### src/hdl/omw_pkg.sv
// ----------------------------------------------------------------------------
// omw_pkg: shared types and constants of the OSC message writer
// Function codes, status codes, phase encoding, tag codes and the control
// and result structures passed between the writer's modules.
// ----------------------------------------------------------------------------
`default_nettype none

package omw_pkg;

  // Default depth of the tag store.
  localparam int MAX_TAGS_DEF = 16;

  // Configuration port geometry and register map.
  localparam int          CFG_AW       = 3;
  localparam logic [0:0]  REG_CAPACITY = 1'b0;
  localparam logic [15:0] CAP_RESET    = 16'd1024;

  // Characters with a meaning of their own.
  localparam logic [7:0] CH_NUL   = 8'h00;
  localparam logic [7:0] CH_COMMA = 8'h2C;
  localparam logic [7:0] CH_S     = 8'h73;
  localparam logic [7:0] CH_F     = 8'h66;
  localparam logic [7:0] CH_I     = 8'h69;

  // Stored tag codes.
  localparam logic [1:0] TAG_S = 2'd0;
  localparam logic [1:0] TAG_F = 2'd1;
  localparam logic [1:0] TAG_I = 2'd2;

  typedef enum logic [2:0] {
    FN_ADDR  = 3'd0,
    FN_TAG   = 3'd1,
    FN_SARG  = 3'd2,
    FN_FLOAT = 3'd3,
    FN_INT   = 3'd4,
    FN_END   = 3'd5
  } func_t;

  typedef enum logic [2:0] {
    ST_OK       = 3'd0,
    ST_OVERFLOW = 3'd1,
    ST_NO_COMMA = 3'd2,
    ST_BAD_TAG  = 3'd3,
    ST_MISMATCH = 3'd4,
    ST_ORDER    = 3'd5,
    ST_TAGS     = 3'd6
  } status_t;

  typedef enum logic [1:0] {
    PH_ADDR = 2'd0,
    PH_TAGS = 2'd1,
    PH_ARGS = 2'd2,
    PH_SARG = 2'd3
  } phase_t;

  // Message state that does not depend on the tag store depth.
  typedef struct packed {
    phase_t      phase;
    logic        comma;
    logic [1:0]  mod4;
    status_t     err;
    logic [15:0] total;
  } msg_ctl_t;

  // One result transaction.
  typedef struct packed {
    logic [31:0] word;
    logic [2:0]  count;
    logic        done;
    status_t     status;
    logic [15:0] length;
  } omw_res_t;

endpackage

`default_nettype wire

### src/hdl/omw_ram.sv
// ----------------------------------------------------------------------------
// omw_ram: generic single-port-write, single-port-read RAM
// One write and one read per cycle; the read data is registered and shows
// the contents before a write to the same address in the same cycle.
// ----------------------------------------------------------------------------
`default_nettype none

module omw_ram #(
  parameter int WIDTH = 2,
  parameter int DEPTH = 16
) (
  input  wire logic                                  clk,
  input  wire logic                                  we,
  input  wire logic [(DEPTH > 1 ? $clog2(DEPTH) : 1)-1:0] waddr,
  input  wire logic [WIDTH-1:0]                      wdata,
  input  wire logic [(DEPTH > 1 ? $clog2(DEPTH) : 1)-1:0] raddr,
  output logic      [WIDTH-1:0]                      rdata
);

  logic [WIDTH-1:0] mem [DEPTH];

  // Write port and registered read port.
  always_ff @(posedge clk) begin
    if (we) begin
      mem[waddr] <= wdata;
    end
    rdata <= mem[raddr];
  end

endmodule

`default_nettype wire

### src/hdl/omw_encode.sv
// ----------------------------------------------------------------------------
// omw_encode: per-item encoding step
// Works out the bytes to emit for one transaction, the status and the next
// message state, from the current state and the prefetched next tag.
// ----------------------------------------------------------------------------
`default_nettype none

module omw_encode #(
  parameter int MAX_TAGS = omw_pkg::MAX_TAGS_DEF
) (
  input  wire omw_pkg::func_t                func_i,
  input  wire logic [31:0]                   value_i,
  input  wire logic [15:0]                   cap_i,
  input  wire omw_pkg::msg_ctl_t             ctl_i,
  input  wire logic [$clog2(MAX_TAGS+1)-1:0] tag_total_i,
  input  wire logic [$clog2(MAX_TAGS+1)-1:0] arg_ptr_i,
  input  wire logic [1:0]                    next_tag_i,
  output omw_pkg::msg_ctl_t                  ctl_o,
  output logic      [$clog2(MAX_TAGS+1)-1:0] tag_total_o,
  output logic      [$clog2(MAX_TAGS+1)-1:0] arg_ptr_o,
  output logic                               tag_we_o,
  output logic      [1:0]                    tag_wdata_o,
  output omw_pkg::omw_res_t                  res_o
);

  import omw_pkg::*;

  localparam int CW = $clog2(MAX_TAGS + 1);

  logic [7:0]  ch;
  logic [1:0]  eff_mod4;
  logic [2:0]  pad_n;
  logic [2:0]  em_n;
  logic [31:0] em_word;
  logic        em_req;
  logic        em_is_char;
  logic        em_is_pad;
  logic [16:0] em_sum;
  logic        em_fit;
  logic        has_tag;
  logic        tag_known;
  logic [1:0]  tag_code;
  logic        ok_phase;
  phase_t      ok_phase_val;
  logic        ok_comma;
  logic        ok_tag;
  logic        ok_arg;
  status_t     end_st;

  always_comb begin
    ch       = value_i[7:0];
    // A string argument restarts its length count when it opens.
    eff_mod4 = (func_i == FN_SARG && ctl_i.phase == PH_ARGS) ? 2'd0 : ctl_i.mod4;
    pad_n    = 3'd4 - {1'b0, eff_mod4};
    has_tag  = arg_ptr_i < tag_total_i;

    // Classify a tag character.
    tag_known = 1'b1;
    tag_code  = TAG_S;
    unique case (ch)
      CH_S:    tag_code = TAG_S;
      CH_F:    tag_code = TAG_F;
      CH_I:    tag_code = TAG_I;
      default: tag_known = 1'b0;
    endcase

    // Defaults: hold everything, emit nothing.
    ctl_o        = ctl_i;
    tag_total_o  = tag_total_i;
    arg_ptr_o    = arg_ptr_i;
    tag_we_o     = 1'b0;
    tag_wdata_o  = tag_code;
    res_o        = '0;
    em_req       = 1'b0;
    em_is_char   = 1'b0;
    em_is_pad    = 1'b0;
    em_n         = 3'd0;
    em_word      = '0;
    ok_phase     = 1'b0;
    ok_phase_val = ctl_i.phase;
    ok_comma     = 1'b0;
    ok_tag       = 1'b0;
    ok_arg       = 1'b0;
    end_st       = ctl_i.err;

    if (func_i == FN_END) begin
      // End of message: report, then clear the message state.
      if (ctl_i.err == ST_OK) begin
        if (ctl_i.phase != PH_ARGS) begin
          end_st = ST_ORDER;
        end else if (arg_ptr_i != tag_total_i) begin
          end_st = ST_MISMATCH;
        end
      end
      ctl_o.phase = PH_ADDR;
      ctl_o.comma = 1'b0;
      ctl_o.mod4  = 2'd0;
      ctl_o.err   = ST_OK;
      ctl_o.total = '0;
      tag_total_o = '0;
      arg_ptr_o   = '0;
    end else if (ctl_i.err == ST_OK) begin
      // Decide what the item asks to emit.
      unique case (func_i)
        FN_ADDR: begin
          if (ctl_i.phase != PH_ADDR) begin
            ctl_o.err = ST_ORDER;
          end else if (ch != CH_NUL) begin
            em_is_char = 1'b1;
          end else begin
            em_is_pad    = 1'b1;
            ok_phase     = 1'b1;
            ok_phase_val = PH_TAGS;
          end
        end
        FN_TAG: begin
          if (ctl_i.phase != PH_TAGS) begin
            ctl_o.err = ST_ORDER;
          end else if (!ctl_i.comma) begin
            if (ch != CH_COMMA) begin
              ctl_o.err = ST_NO_COMMA;
            end else begin
              em_is_char = 1'b1;
              ok_comma   = 1'b1;
            end
          end else if (ch == CH_NUL) begin
            em_is_pad    = 1'b1;
            ok_phase     = 1'b1;
            ok_phase_val = PH_ARGS;
          end else if (!tag_known) begin
            ctl_o.err = ST_BAD_TAG;
          end else if (tag_total_i >= CW'(MAX_TAGS)) begin
            ctl_o.err = ST_TAGS;
          end else begin
            em_is_char = 1'b1;
            ok_tag     = 1'b1;
          end
        end
        FN_SARG: begin
          if (ctl_i.phase == PH_ADDR || ctl_i.phase == PH_TAGS) begin
            ctl_o.err = ST_ORDER;
          end else if (ctl_i.phase == PH_ARGS && !(has_tag && next_tag_i == TAG_S)) begin
            ctl_o.err = ST_MISMATCH;
          end else begin
            // The string argument is open from here on, emitted or not.
            ctl_o.phase = PH_SARG;
            ctl_o.mod4  = eff_mod4;
            if (ch != CH_NUL) begin
              em_is_char = 1'b1;
            end else begin
              em_is_pad    = 1'b1;
              ok_phase     = 1'b1;
              ok_phase_val = PH_ARGS;
              ok_arg       = 1'b1;
            end
          end
        end
        FN_FLOAT, FN_INT: begin
          if (ctl_i.phase != PH_ARGS) begin
            ctl_o.err = ST_ORDER;
          end else if (!(has_tag &&
                         next_tag_i == ((func_i == FN_FLOAT) ? TAG_F : TAG_I))) begin
            ctl_o.err = ST_MISMATCH;
          end else begin
            em_req  = 1'b1;
            em_n    = 3'd4;
            em_word = value_i;
            ok_arg  = 1'b1;
          end
        end
        default: begin
          ctl_o.err = ST_ORDER;
        end
      endcase

      if (em_is_char) begin
        em_req  = 1'b1;
        em_n    = 3'd1;
        em_word = {ch, 24'd0};
      end else if (em_is_pad) begin
        em_req  = 1'b1;
        em_n    = pad_n;
        em_word = '0;
      end
    end

    // Capacity check and commit of the emission.
    em_sum = {1'b0, ctl_i.total} + {14'd0, em_n};
    em_fit = em_sum <= {1'b0, cap_i};
    if (em_req) begin
      if (!em_fit) begin
        ctl_o.err = ST_OVERFLOW;
      end else begin
        ctl_o.total = em_sum[15:0];
        res_o.word  = em_word;
        res_o.count = em_n;
        if (em_is_char) begin
          ctl_o.mod4 = eff_mod4 + 2'd1;
        end else if (em_is_pad) begin
          ctl_o.mod4 = 2'd0;
        end
        if (ok_phase) begin
          ctl_o.phase = ok_phase_val;
        end
        if (ok_comma) begin
          ctl_o.comma = 1'b1;
        end
        if (ok_tag) begin
          tag_we_o    = 1'b1;
          tag_total_o = tag_total_i + CW'(1);
        end
        if (ok_arg) begin
          arg_ptr_o = arg_ptr_i + CW'(1);
        end
      end
    end

    // Result fields.
    if (func_i == FN_END) begin
      res_o.done   = 1'b1;
      res_o.status = end_st;
      res_o.length = ctl_i.total;
    end else begin
      res_o.status = ctl_o.err;
      res_o.length = ctl_o.total;
    end
  end

endmodule

`default_nettype wire

### src/hdl/osc_message_writer_core.sv
// ----------------------------------------------------------------------------
// osc_message_writer_core: streaming OSC 1.0 message writer
// Takes address characters, tag characters and arguments one transaction at
// a time and returns the bytes to put on the wire, with status and length.
// ----------------------------------------------------------------------------
// Usage:
//   Input channel (in_valid/in_stall, in_func, in_value) carries one item per
//   transaction; the output channel (out_valid/out_stall) returns exactly one
//   result per item: up to four packed bytes, their count, and on the end
//   item the done flag, the final status and the message length.
//   The APB port holds capacity_bytes at byte address 0; write it only while
//   no message item is in flight.
// Pipeline and throughput:
//   An accepted item is captured in the input register, encoded, and its
//   result captured in the result register once that register is free. One
//   item is taken every cycle while the result channel is not stalled; the
//   rate is set by the single encoding step between the two registers.
//   The tag store is a small RAM whose next entry is prefetched each cycle.
// Reset and stall:
//   rst_n (synchronous, active low) empties both registers, returns the
//   message state to the address phase and sets capacity to 1024. There is
//   no clearing pass. While out_stall is high with a result waiting, the
//   input register fills once and then in_stall rises.
// ----------------------------------------------------------------------------
`default_nettype none

module osc_message_writer_core #(
  parameter int MAX_TAGS = omw_pkg::MAX_TAGS_DEF
) (
  input  wire logic                        clk,
  input  wire logic                        rst_n,
  // Input channel
  input  wire logic                        in_valid,
  output logic                             in_stall,
  input  wire logic [2:0]                  in_func,
  input  wire logic [31:0]                 in_value,
  // Result channel
  output logic                             out_valid,
  input  wire logic                        out_stall,
  output logic      [31:0]                 out_word,
  output logic      [2:0]                  out_byte_count,
  output logic                             out_done_res,
  output logic      [2:0]                  out_status,
  output logic      [15:0]                 out_msg_length,
  // Configuration port
  input  wire logic                        psel,
  input  wire logic                        penable,
  input  wire logic                        pwrite,
  input  wire logic [omw_pkg::CFG_AW-1:0]  paddr,
  input  wire logic [31:0]                 pwdata,
  output logic      [31:0]                 prdata,
  output logic                             pready
);

  import omw_pkg::*;

  localparam int CW = $clog2(MAX_TAGS + 1);
  localparam int AW = (MAX_TAGS > 1) ? $clog2(MAX_TAGS) : 1;

  // Input register
  logic        in_v_r;
  func_t       func_r;
  logic [31:0] value_r;

  // Result register
  logic     out_v_r;
  omw_res_t res_r;

  // Message state
  msg_ctl_t        ctl_r;
  msg_ctl_t        ctl_nxt;
  logic [CW-1:0]   tag_total_r;
  logic [CW-1:0]   tag_total_nxt;
  logic [CW-1:0]   arg_ptr_r;
  logic [CW-1:0]   arg_ptr_nxt;
  logic [15:0]     cap_r;

  // Tag store access
  logic          tag_we;
  logic [1:0]    tag_wdata;
  logic [AW-1:0] tag_waddr;
  logic [AW-1:0] tag_raddr;
  logic [1:0]    tag_rdata;
  logic          byp_v_r;
  logic [1:0]    byp_d_r;
  logic [1:0]    next_tag;

  omw_res_t res;
  logic     advance;
  logic     cfg_wr;

  // Handshake: the item in the input register moves on when the result
  // register is empty or being taken.
  assign advance  = in_v_r && (!out_v_r || !out_stall);
  assign in_stall = in_v_r && !advance;

  always_ff @(posedge clk) begin
    if (!rst_n) begin
      in_v_r <= 1'b0;
    end else if (!in_stall) begin
      in_v_r <= in_valid;
    end
  end

  always_ff @(posedge clk) begin
    if (!in_stall) begin
      func_r  <= func_t'(in_func);
      value_r <= in_value;
    end
  end

  // Result register
  always_ff @(posedge clk) begin
    if (!rst_n) begin
      out_v_r <= 1'b0;
    end else if (!out_v_r || !out_stall) begin
      out_v_r <= in_v_r;
    end
  end

  always_ff @(posedge clk) begin
    if (advance) begin
      res_r <= res;
    end
  end

  // Encoding step
  omw_encode #(
    .MAX_TAGS (MAX_TAGS)
  ) u_encode (
    .func_i      (func_r),
    .value_i     (value_r),
    .cap_i       (cap_r),
    .ctl_i       (ctl_r),
    .tag_total_i (tag_total_r),
    .arg_ptr_i   (arg_ptr_r),
    .next_tag_i  (next_tag),
    .ctl_o       (ctl_nxt),
    .tag_total_o (tag_total_nxt),
    .arg_ptr_o   (arg_ptr_nxt),
    .tag_we_o    (tag_we),
    .tag_wdata_o (tag_wdata),
    .res_o       (res)
  );

  // Message state registers
  always_ff @(posedge clk) begin
    if (!rst_n) begin
      ctl_r.phase <= PH_ADDR;
      ctl_r.comma <= 1'b0;
      ctl_r.mod4  <= 2'd0;
      ctl_r.err   <= ST_OK;
      ctl_r.total <= '0;
      tag_total_r <= '0;
      arg_ptr_r   <= '0;
    end else if (advance) begin
      ctl_r       <= ctl_nxt;
      tag_total_r <= tag_total_nxt;
      arg_ptr_r   <= arg_ptr_nxt;
    end
  end

  // Tag store: written at the tag count, read ahead at the argument
  // pointer so the next expected tag is ready for the following item.
  assign tag_waddr = tag_total_r[AW-1:0];
  assign tag_raddr = advance ? arg_ptr_nxt[AW-1:0] : arg_ptr_r[AW-1:0];

  omw_ram #(
    .WIDTH (2),
    .DEPTH (MAX_TAGS)
  ) u_tag_ram (
    .clk   (clk),
    .we    (advance && tag_we),
    .waddr (tag_waddr),
    .wdata (tag_wdata),
    .raddr (tag_raddr),
    .rdata (tag_rdata)
  );

  // Forward a tag written to the entry being read in the same cycle.
  always_ff @(posedge clk) begin
    if (!rst_n) begin
      byp_v_r <= 1'b0;
    end else begin
      byp_v_r <= advance && tag_we && (tag_waddr == tag_raddr);
    end
  end

  always_ff @(posedge clk) begin
    byp_d_r <= tag_wdata;
  end

  assign next_tag = byp_v_r ? byp_d_r : tag_rdata;

  // Configuration register
  assign pready = 1'b1;
  assign cfg_wr = psel && penable && pwrite && (paddr[2:2] == REG_CAPACITY);

  always_ff @(posedge clk) begin
    if (!rst_n) begin
      cap_r <= CAP_RESET;
    end else if (cfg_wr) begin
      cap_r <= pwdata[15:0];
    end
  end

  assign prdata = (paddr[2:2] == REG_CAPACITY) ? {16'd0, cap_r} : 32'd0;

  // Result ports
  assign out_valid      = out_v_r;
  assign out_word       = res_r.word;
  assign out_byte_count = res_r.count;
  assign out_done_res   = res_r.done;
  assign out_status     = res_r.status;
  assign out_msg_length = res_r.length;

endmodule

`default_nettype wire

### config.mk
export PLATFORM = sky130hd
export DESIGN_NAME = osc_message_writer_core
export DESIGN_NICKNAME = d
export VERILOG_FILES = /design/src/hdl/omw_pkg.sv /design/src/hdl/omw_ram.sv /design/src/hdl/omw_encode.sv /design/src/hdl/osc_message_writer_core.sv
export SDC_FILE = /design/constraint.sdc
export NUM_CORES = 1
export LEC_CHECK = 0
export BUFFER_PORTS_ARGS = -buffer_cell sky130_fd_sc_hd__buf_2
export CELL_PAD_IN_SITES_DETAIL_PLACEMENT = 1
export CELL_PAD_IN_SITES_GLOBAL_PLACEMENT = 2
export CORE_MARGIN = 1
export CORE_UTILIZATION = 38
export DETAILED_ROUTE_END_ITERATION = 6
export HOLD_SLACK_MARGIN = 0.05
export PLACE_DENSITY = 0.95
export REMOVE_ABC_BUFFERS = 1
export SYNTH_ARGS = -nofsm -noshare
export SYNTH_HDL_FRONTEND = slang
export SYNTH_SLANG_ARGS = --single-unit
### constraint.sdc
create_clock -name clk -period 11.7 [get_ports clk]
set_input_delay 2.34 -clock clk [delete_from_list [all_inputs] [get_ports clk]]
set_output_delay 2.34 -clock clk [all_outputs]
set_load 0.03 [all_outputs]
After elaboration in Yosys (flattened, before gate mapping):

Memories as Yosys holds them, arrays and structs flattened. A register that Yosys moved wholly into a read port is not among the register bits.
Cells that the tools add are included.
Widths: inputs -> output; s select.

* mux-type cells: 129
* bitwise operators: 6
* reduce and logical (&&, ||, !) cells: 30
* $lt $le $gt $ge: 3
* $add $sub $neg: 5
* eq/ne operators: 27

Operators by type and width (count)
* $mux 32: 5
* $mux 3: 22
* $mux 1: 55
* $mux 5: 11
* $mux 16: 3
* $mux 2: 24
* $ne 5x5->1 const B: 8
* $eq 8x7->1 const B: 3
* $mux 24: 1
* $mux 19: 1
* $add 16x3->17: 1
* $le 17x16->1: 1
* $pmux 3 s4: 1
* $reduce_and 12->1: 1
* $logic_and 1x1->1: 11
* $add 5x1->5 const B: 2
* $reduce_or 9->1: 1
* $logic_not 8->1: 1
* $ne 4x4->1 const B: 2
* $ne 8x6->1 const B: 1
* $reduce_bool 8->1: 1
* $eq 3x2->1 const B: 2
* $eq 3x3->1 const B: 2
* $logic_not 3->1: 2
* other kinds (27): 38

* memories kept: 1
* bits in writable memories: 32
* register bits after elaboration: 145

Memories
* u_tag_ram.mem: depth 16, width 2, read ports 1, clocked after Yosys merged registers in 1, wr ports 1, RTL line omw_ram.sv:20 `logic [WIDTH-1:0] mem [DEPTH];`

Depth between registers and ports, before layout:

Gate-level depths: netlist (run 1).

* depth in word-level cells: 21
* mapped depth: 36
* gate-level depth less buffers: 31

Cells and area by module:

Synthesis (run 1) repeated with hierarchy kept, for this count alone.

* cells, all modules: 870
* area total of the unflattened synthesis: 9316.4 um^2

Modules (own cells, without submodules)
* osc_message_writer_core: area an instance 5058.6 um^2, seq. area each 3803.6 um^2, times used 1, cells each 360
* omw_encode: area an instance 2877.8 um^2, seq. area each 0.0 um^2, times used 1, cells each 432
* omw_ram: area an instance 1380.1 um^2, seq. area each 1001.0 um^2, times used 1, cells each 78

Worst setup path before layout (run 1):

Ideal clock, no wire load.

* path type: register to register
* start point: register tag_total_r[2]
* end point: memory u_tag_ram.mem[4][0] (enable)
* path buffers: 5
* slack: 5.102 ns
* arrival time: 6.299 ns
* clock period less this slack: 6.598 ns
* cell stages (with the launch flop): 33
* library setup time: 0.299 ns
* cells stage by stage: dfxtp_1 inv_1 clkbuf_1 ha_1 a21oi_1 o221ai_1 nor2_1 nor2_1 o21ai_0 a311o_1 clkbuf_1 clkbuf_1 nor3_1 ha_1 a21oi_1 nor2_1 and2_0 and3_1 clkbuf_1 nand3_1 nor2_1 xor2_1 ha_1 nand4_1 or4_1 o21ai_1 o21a_1 nand2_1 nor2_1 nand2_1 nor2_1 clkbuf_1 and4_1

* cells in the longest elaborated chain, start to end: 20

RTL lines
* from (decl): RTL line osc_message_writer_core.sv:72 `logic [CW-1:0] tag_total_r;`
* from (signal assigned): RTL line osc_message_writer_core.sv:158 `tag_total_r <= tag_total_nxt;`
* $lt 5x5->1: RTL line omw_encode.sv:55 `has_tag = arg_ptr_i < tag_total_i;`
* $logic_and 1x1->1: RTL line omw_encode.sv:142 `end else if (ctl_i.phase == PH_ARGS && !(has_tag && next_tag_i == TAG_S)) begin`
* $logic_not 1->1: RTL line omw_encode.sv:142
* $logic_and 1x1->1: RTL line omw_encode.sv:142
* $mux 1: RTL line omw_encode.sv:142
* $mux 1: RTL line omw_encode.sv:140 `if (ctl_i.phase == PH_ADDR || ctl_i.phase == PH_TAGS) begin`
* $pmux 1 s3: RTL line omw_encode.sv:104 `unique case (func_i)`
* $mux 1: RTL line omw_encode.sv:102 `end else if (ctl_i.err == ST_OK) begin`
* (+5 left out)
* net u_encode.em_n[2]: RTL line omw_encode.sv:33 `logic [2:0] em_n;`
* $add 16x3->17 *: RTL line omw_encode.sv:188 `em_sum = {1'b0, ctl_i.total} + {14'd0, em_n};`
* $le 17x16->1 *: RTL line omw_encode.sv:189 `em_fit = em_sum <= {1'b0, cap_i};`
* $mux 1 *: RTL line omw_encode.sv:191 `if (!em_fit) begin`
* $mux 1 *: RTL line omw_encode.sv:190 `if (em_req) begin`
* $logic_and 1x1->1 *: RTL line osc_message_writer_core.sv:173 `.we (advance && tag_we),`
* $mux 1 *: RTL line omw_ram.sv:24 `if (we) begin`
* $mux 1 (implied by the code) *: RTL line omw_ram.sv:25 `mem[waddr] <= wdata;`
* to (decl): RTL line omw_ram.sv:20

The timed path passes the listed nets; every way through them passes the cells marked *. The select of a mux whose other input is x is not followed.

Worst setup path in the final report (run 1):

* start point: register tag_total_r[2]
* end point: memory u_tag_ram.mem[15][0] (enable)

Same word-level chain as after synthesis.

==> reports/metrics.cfg, run 1 <==
[drt]
vias_per_cell = 5.31
via_count = 7026
detail-route-antenna-nets = 0
drtIter0Drc = 443
post_drt_wl_per_cell_um = 18.6
dr.pass1.iters = 4
drc = 0
finalWirelength_um = 24700

[placement]
placed_cells = 1292
post-dp-hpwl_um = 17000
gp_congestion = 0.851
postPlaceCellArea_um2 = 9950
place_ws_ns = 3.36
port_buffers = 131

[worst_setup_path]
crit_type = reg -> reg
r2r_start = tag_total_r[2]
arrival_ns = 8.62
reg2reg_slack_ns = 3.22
reg2reg_to = u_tag_ram.mem[15][0]
path_common_cell = nor2_1
critical_path_buf_inv_count = 2
crit_fanout = 21
cp_data_required_time_ns = 11.83
critPathTopFamily = simple AND/OR/NAND/NOR gates
worst_path_max_delay_cell = nor2_1
slowest_delay_ns = 0.86
reg2regPathDepth = 30
startpoint_type = register
end_kind = register

[cells_and_area]
stdcell_count = 1324
fin_area_um2 = 10500
layout-drive-gt1-share_pct = 18.8
nets = 1100
antennaDiodeCount = 0
areaGrowthSynthToFinish_pct = 15.3

[hold_path]
hold-path-cell-count = 2
min_path_type = reg -> reg
hold_path_end = cap_r[8]
min_from = cap_r[8]

[power_and_ir_drop]
p_switching_w = 0.000341
leakagePower_nw = 4.25
combPwrFrac_pct = 7.2
p_sw_share_pct = 25.5
sequentialPowerShare_pct = 52.2
powerDensity_nw_per_um2 = 128
power.internal_w = 0.000998
peakVddDrop_mv = 0.105
clockPowerShare_pct = 40.5

[clock_network]
cts_buffers = 17
cts_tree = yes
post_cts_buffers = 0
cts_resized = 0
htree_levels = 4
clkSinkCount = 179
cts-root-buf = clkbuf_16
clockBufferDepth = 2
cts.reportedPaths.clkPinSlew_ns = 0.07
clk_latency_ns = 0.44
cts-hold-fix-buffers = 0

[run]
drv_cap = 0

[synth]
syn_area_per_cell_um2 = 10.3
synth-edff-count = 122
ys_ff_latch = 179
netlist_area_um2 = 9100
ys_warn_count = 0
synth_cell_types = 67
async_reset_ff_share_pct = 0
syn-instance-count = 887
synth-seq-area-share_pct = 52.8
synthFlopType = edfxtp_1

[timing]
setup_ws_ns = 3.22
worst-slew-pin-transition_ns = 1.13
fin_worst_skew_ns = 0.00797
setup_viol = 0
hold_viol_final = 0
fin_crit_sh_pct = 72.5
timing.setup.tns_ns = 0
relSlewSlack_pct = 24.7
clock.fmax_mhz = 118
grt_setup_unrepaired = no
drv_slew = 0
timing.final.crit_period_ns = 8.48

[die]
start_util_pct = 38.8
die_x_um = 157
die_area_um2 = 24600
num_rows = 56
core_area_um2 = 23500
die_h_um = 157
ios = 167

[global_routing]
grt_pass1_wl_um = 38300
grt_pass1_vias = 7208
grt_overflow = 0
grt_max_degree = 64
antenna_found_initial = 0
grt_usage_pct = 20.4

[run_status]
status = finished clean

## power groups by stage
stage | combinational (W) | sequential [W] | clock [W]
3_3_place_gp | 0.0000951 | 0.000713 | 0
3_5_place_dp | 0.0000973 | 0.000714 | 0
2_1_floorplan | 0.0000423 | 0.000727 | 0
4_1_cts | 0.0000979 | 0.000700 | 0.000552
5_1_grt | 0.000105 | 0.000701 | 0.000574
6_report | 0.0000970 | 0.000700 | 0.000543
## sequential cells by signal, indices dropped and copies added (netlist names)
register         cells
byp_v_r              1
arg_ptr_r            5
out_word            32
in_v_r               1
u_tag_ram.rdata      2
cap_r               16
out_status           3
tag_total_r          5
out_msg_length      16
out_done_res         1
value_r             32
func_r               3
out_valid            1
ctl_r               24
out_byte_count       3
u_tag_ram.mem       32
byp_d_r              2
## synth_stat cells, types with 11 or more instances
library cell | count | area share [%]
edfxtp_1 | 122 | 40
a21oi_1 | 51 | 2.8
dfxtp_1 | 57 | 13
xor2_1 | 14 | 1.3
o21ai_0 | 27 | 1.5
buf_4 | 17 | 1.4
nand3_1 | 12 | 0.66
o211ai_1 | 11 | 0.91
nor3_1 | 30 | 1.6
nor2_1 | 75 | 3.1
nor2b_1 | 27 | 1.9
a21boi_0 | 17 | 1.4
and3_1 | 37 | 2.5
nand4_1 | 11 | 0.76
clkbuf_1 | 40 | 1.6
ha_1 | 30 | 4.1
a22oi_1 | 16 | 1.3
and4_1 | 14 | 1.3
inv_1 | 36 | 1.5
xnor2_1 | 18 | 1.7
nand2_1 | 82 | 3.4
## logic make-up (layout without fill, tap and decap cells)
logic type	count (synthesis)	after routing	share of synthesized area, %
compound gates	187	187	13.8
xor+xnor	32	32	3.08
fa+ha+maj	31	31	4.34
buf+inv	109	212	5.55
flops	179	179	52.8
mux	10	10	1.15
other cells	2	17	0.0825
simple gates	337	337	19.3
## metrics by stage
stage	hold slack (ns)	total power [W]	util (%)
CTS	0.472	0.00135	44.7
floorplan	0.435	0.000769	-
finish	0.465	0.00134	44.7
global route	0.489	0.00138	44.7
global placement	0.450	0.000808	42.4
detailed placement	0.464	0.000811	42.4
## area by class of cell
| class | count | area, um^2 |
|---|---|---|
| Clock inverter | 13 | 105 |
| Timing Repair Buffer | 141 | 731 |
| Multi-Input combinational cell | 614 | 3870 |
| Tap cell | 319 | 399 |
| Clock buffer | 19 | 443 |
| Sequential cell | 179 | 4800 |
| Fill cell | 2668 | 13000 |
| Inverter | 39 | 146 |
## layer usage
layer | up-vias | part of all wire [%] | wire, um | track usage (%)
li1 | 3366 | - | - | -
met2 | 134 | 53 | 13100 | 36.4
met4 | 0 | 2.2 | 550 | 9.15
met5 | - | 0 | 0 | 0
met1 | 3489 | 42 | 10200 | 24.1
met3 | 37 | 3.0 | 735 | 2.88
## worst max-delay path by stage
stage                   start              endpoint  slack, ns  cells after the start
2_1_floorplan    arg_ptr_r[0]              ctl_r[0]       4.04                     30
3_3_place_gp   tag_total_r[2]   u_tag_ram.mem[1][1]       3.61                     30
3_5_place_dp   tag_total_r[2]  u_tag_ram.mem[15][0]       3.36                     30
4_1_cts        tag_total_r[2]  u_tag_ram.mem[15][1]       3.25                     30
5_1_grt        tag_total_r[2]  u_tag_ram.mem[15][0]       2.46                     30
6_report       tag_total_r[2]  u_tag_ram.mem[15][0]       3.22                     30
## worst min-delay path, cell delays in order, from the launching register on
cell,delay (ns)
dfxtp_1,0.31
nand2_1,0.05
a21boi_0,0.06
## layout by cell type, fill, tap and decap left out, drive strengths merged, types with 8 or more instances in the layout
| master | n |
|---|---|
| a31oi | 9 |
| and3 | 37 |
| nor2 | 75 |
| edfxtp | 122 |
| nand4 | 11 |
| nand3 | 12 |
| a21oi | 54 |
| nor3 | 30 |
| o21a | 8 |
| dfxtp | 57 |
| and4 | 14 |
| a21boi | 17 |
| a22oi | 16 |
| inv | 41 |
| xnor2 | 18 |
| clkinv | 11 |
| clkbuf | 19 |
| nor2b | 27 |
| o211ai | 11 |
| conb | 17 |
| o21ai | 34 |
| ha | 30 |
| and2 | 9 |
| xor2 | 14 |
| buf | 141 |
| nand2 | 82 |
No activity file was read; power rests on OpenSTA's default activity.
==> run 2, diff against run 1 <==
Settings changed: CORE_UTILIZATION 38 to 32, PLACE_DENSITY 0.95 to 0.86.
Clock period 11.7 ns to 7.54 ns, I/O delays scaled along.
==> run 2 against run 1 <==
Compared with the run above:
- utilization down 6.2 points
- sequential share of layout area fell by 1.0 points
- design area grew 2.3%
- register-to-register slack worse by 2.6 ns
- largest cell class unchanged
- clock skew rose by 0.0038 ns
- critical path depth increased by 2
==> reports/metrics.cfg, run 2 (same netlist as run 1, synthesis figures left out) <==
[run_status]
status = finished clean  ; unchanged

[cells_and_area]
regArea_um2 = 4810  ; was 4800 um^2
antennaDiodeCount = 0  ; unchanged
nFillCells = 3163  ; was 2,668
layout-drive-gt1-share_pct = 20.1  ; was 18.8%
fin_area_um2 = 10700  ; was 10,500 um^2
nets = 1113  ; was 1,100
multi_input_area_um2 = 3890  ; was 3870 um^2
layout_common_cells = buf_2 (131), edfxtp_1 (122), nand2_1 (82)  ; unchanged
mostFrequentLayoutCell = buf_2  ; unchanged
areaGrowthSynthToFinish_pct = 18.0  ; was 15.3%

[worst_setup_path]
crit_type = reg -> reg  ; unchanged
slowest_delay_ns = 0.47  ; was 0.86 ns
crit_fanout = 8  ; was 21
reg2reg_slack_ns = 0.57  ; was 3.22 ns
arrival_ns = 7.27  ; was 8.62 ns
reg2reg_to = u_tag_ram.rdata[1]  ; was u_tag_ram.mem[15][0]
reg2regPathDepth = 32  ; was 30
crit_path_end = u_tag_ram.rdata[1]  ; was u_tag_ram.mem[15][0]
path_common_cell = nor2_1  ; unchanged
startpoint_type = register  ; unchanged
cp_data_required_time_ns = 7.84  ; was 11.83 ns
end_kind = register  ; unchanged
startpoint = tag_total_r[2]  ; unchanged
r2r_start = tag_total_r[2]  ; unchanged
worst_path_max_delay_cell = or4_1  ; was nor2_1

[clock_network]
clkSinkCount = 179  ; unchanged
htree_levels = 4  ; unchanged
clk_latency_ns = 0.43  ; was 0.44 ns
cts.reportedPaths.clkPinSlew_ns = 0.07  ; about the same
cts_buffers = 17  ; unchanged
clockBufferDepth = 2  ; unchanged
cts-hold-fix-buffers = 0  ; unchanged
cts-root-buf = clkbuf_16  ; unchanged
cts_tree = yes  ; unchanged

[die]
die_h_um = 171  ; was 157 um
ios = 167  ; unchanged
die_x_um = 171  ; was 157 um
num_rows = 61  ; was 56
core_area_um2 = 27900  ; was 23,500 um^2
start_util_pct = 32.7  ; was 38.8%
die_area_um2 = 29100  ; was 24,600 um^2

[global_routing]
top_usage_layer = met2  ; unchanged
grt_overflow = 0  ; unchanged
antenna_found_initial = 0  ; unchanged
grt_max_degree = 58  ; was 64
grt_pass1_vias = 7183  ; was 7,208
grt_use_met2_pct = 30.5  ; was 36.4%
grt_usage_pct = 17.1  ; was 20.4%
grt_pass1_wl_um = 38300  ; about the same
grt_util_met3_pct = 2.41  ; was 2.88%
use_met1_pct = 21.3  ; was 24.1%

[drt]
dr.pass1.iters = 5  ; was 4
detail-route-antenna-nets = 0  ; unchanged
drc = 0  ; unchanged
finalWirelength_um = 24500  ; was 24,700 um
post_drt_wl_per_cell_um = 17.6  ; was 18.6 um
via_count = 7034  ; was 7,026
drtIter0Drc = 376  ; was 443
vias_per_cell = 5.04  ; was 5.31

[run]
drv_cap = 0  ; unchanged

[timing]
clock.fmax_mhz = 143  ; was 118 MHz
hold_viol_final = 0  ; unchanged
relSlewSlack_pct = 20.0  ; was 24.7%
fin_worst_skew_ns = 0.0118  ; was 0.00797 ns
hold-worst-slack_ns = 0.465  ; about the same
drv_slew = 0  ; unchanged
worst-slew-pin-transition_ns = 1.19  ; was 1.13 ns
timing.final.crit_period_ns = 6.97  ; was 8.48 ns
fin_crit_sh_pct = 92.5  ; was 72.5%
timing.setup.tns_ns = 0  ; unchanged
setup_viol = 0  ; unchanged
setup_ws_ns = 0.568  ; was 3.22 ns

[hold_path]
min_from = cap_r[9]  ; was cap_r[8]
min_path_type = reg -> reg  ; unchanged

[placement]
place_ws_ns = 0.319  ; was 3.36 ns
gp_congestion = 0.810  ; was 0.851
post-dp-hpwl_um = 17500  ; was 17,000 um
postPlaceCellArea_um2 = 10100  ; was 9950 um^2
port_buffers = 131  ; unchanged

[power_and_ir_drop]
power_w = 0.00213  ; was 0.00134 W
powerDensity_nw_per_um2 = 199  ; was 128 nW/um^2
leakagePower_nw = 4.33  ; was 4.25 nW
peakVddDrop_mv = 0.139  ; was 0.105 mV

==> run 2: final cells by class <==
cell class / count / area share [%]
Multi-Input combinational cell: 614 / 36.3
Timing Repair Buffer: 154 / 7.83
Inverter: 39 / 1.36
Clock buffer: 19 / 4.03
Clock inverter: 13 / 1.37
Tap cell: 378 / 4.40
Sequential cell: 179 / 44.7
==> run 2: worst max-delay path, delay by kind of cell (launching register included) <==
kind,cells,cell delay [ns]
simple gates,15,2.46
compound gates,9,2.21
fa+ha+maj,3,0.83
flops,1,0.42
buf+inv,3,0.37
mux,1,0.36
xor+xnor,1,0.17
==> run 2: worst min path at each step <==
stage | to | slack (ns) | cells past startpoint
finish | cap_r[9] | 0.46 | 2
floorplan | arg_ptr_r[4] | 0.43 | 1
global placement | cap_r[5] | 0.45 | 2
detailed placement | cap_r[13] | 0.46 | 2
CTS | cap_r[13] | 0.47 | 2
global route | cap_r[5] | 0.49 | 2
==> run 2: through the flow <==
| stage | utilization [%] | cells |
|---|---|---|
| floorplan | - | 832 |
| CTS | 38.4 | 1394 |
| global placement | 36.4 | 1362 |
| global route | 38.6 | 1396 |
| finish | 38.6 | 1396 |
| detailed placement | 36.4 | 1362 |
==> run 2: what timing repair did <==
| action | 4_1_cts | 5_1_grt |
|---|---|---|
| hold endpoints to repair | 0 | 0 |
| setup buffers | 0 | 2 |
| resized for setup | 0 | 5 |
| setup endpoints to repair | 0 | 61 |
==> run 2: power breakdown <==
part	switching (W)	leakage, nW	internal (W)
logic	0.000110	2.34	0.0000437
clock network	0.000400	0.281	0.000496
registers	0.0000149	1.72	0.00107
==> run 2: routing by layer <==
layer,wire (um),vias to the layer above
li1,-,3404
met1,10700,3495
met2,12800,108
met3,637,27
met4,378,0
met5,0,-
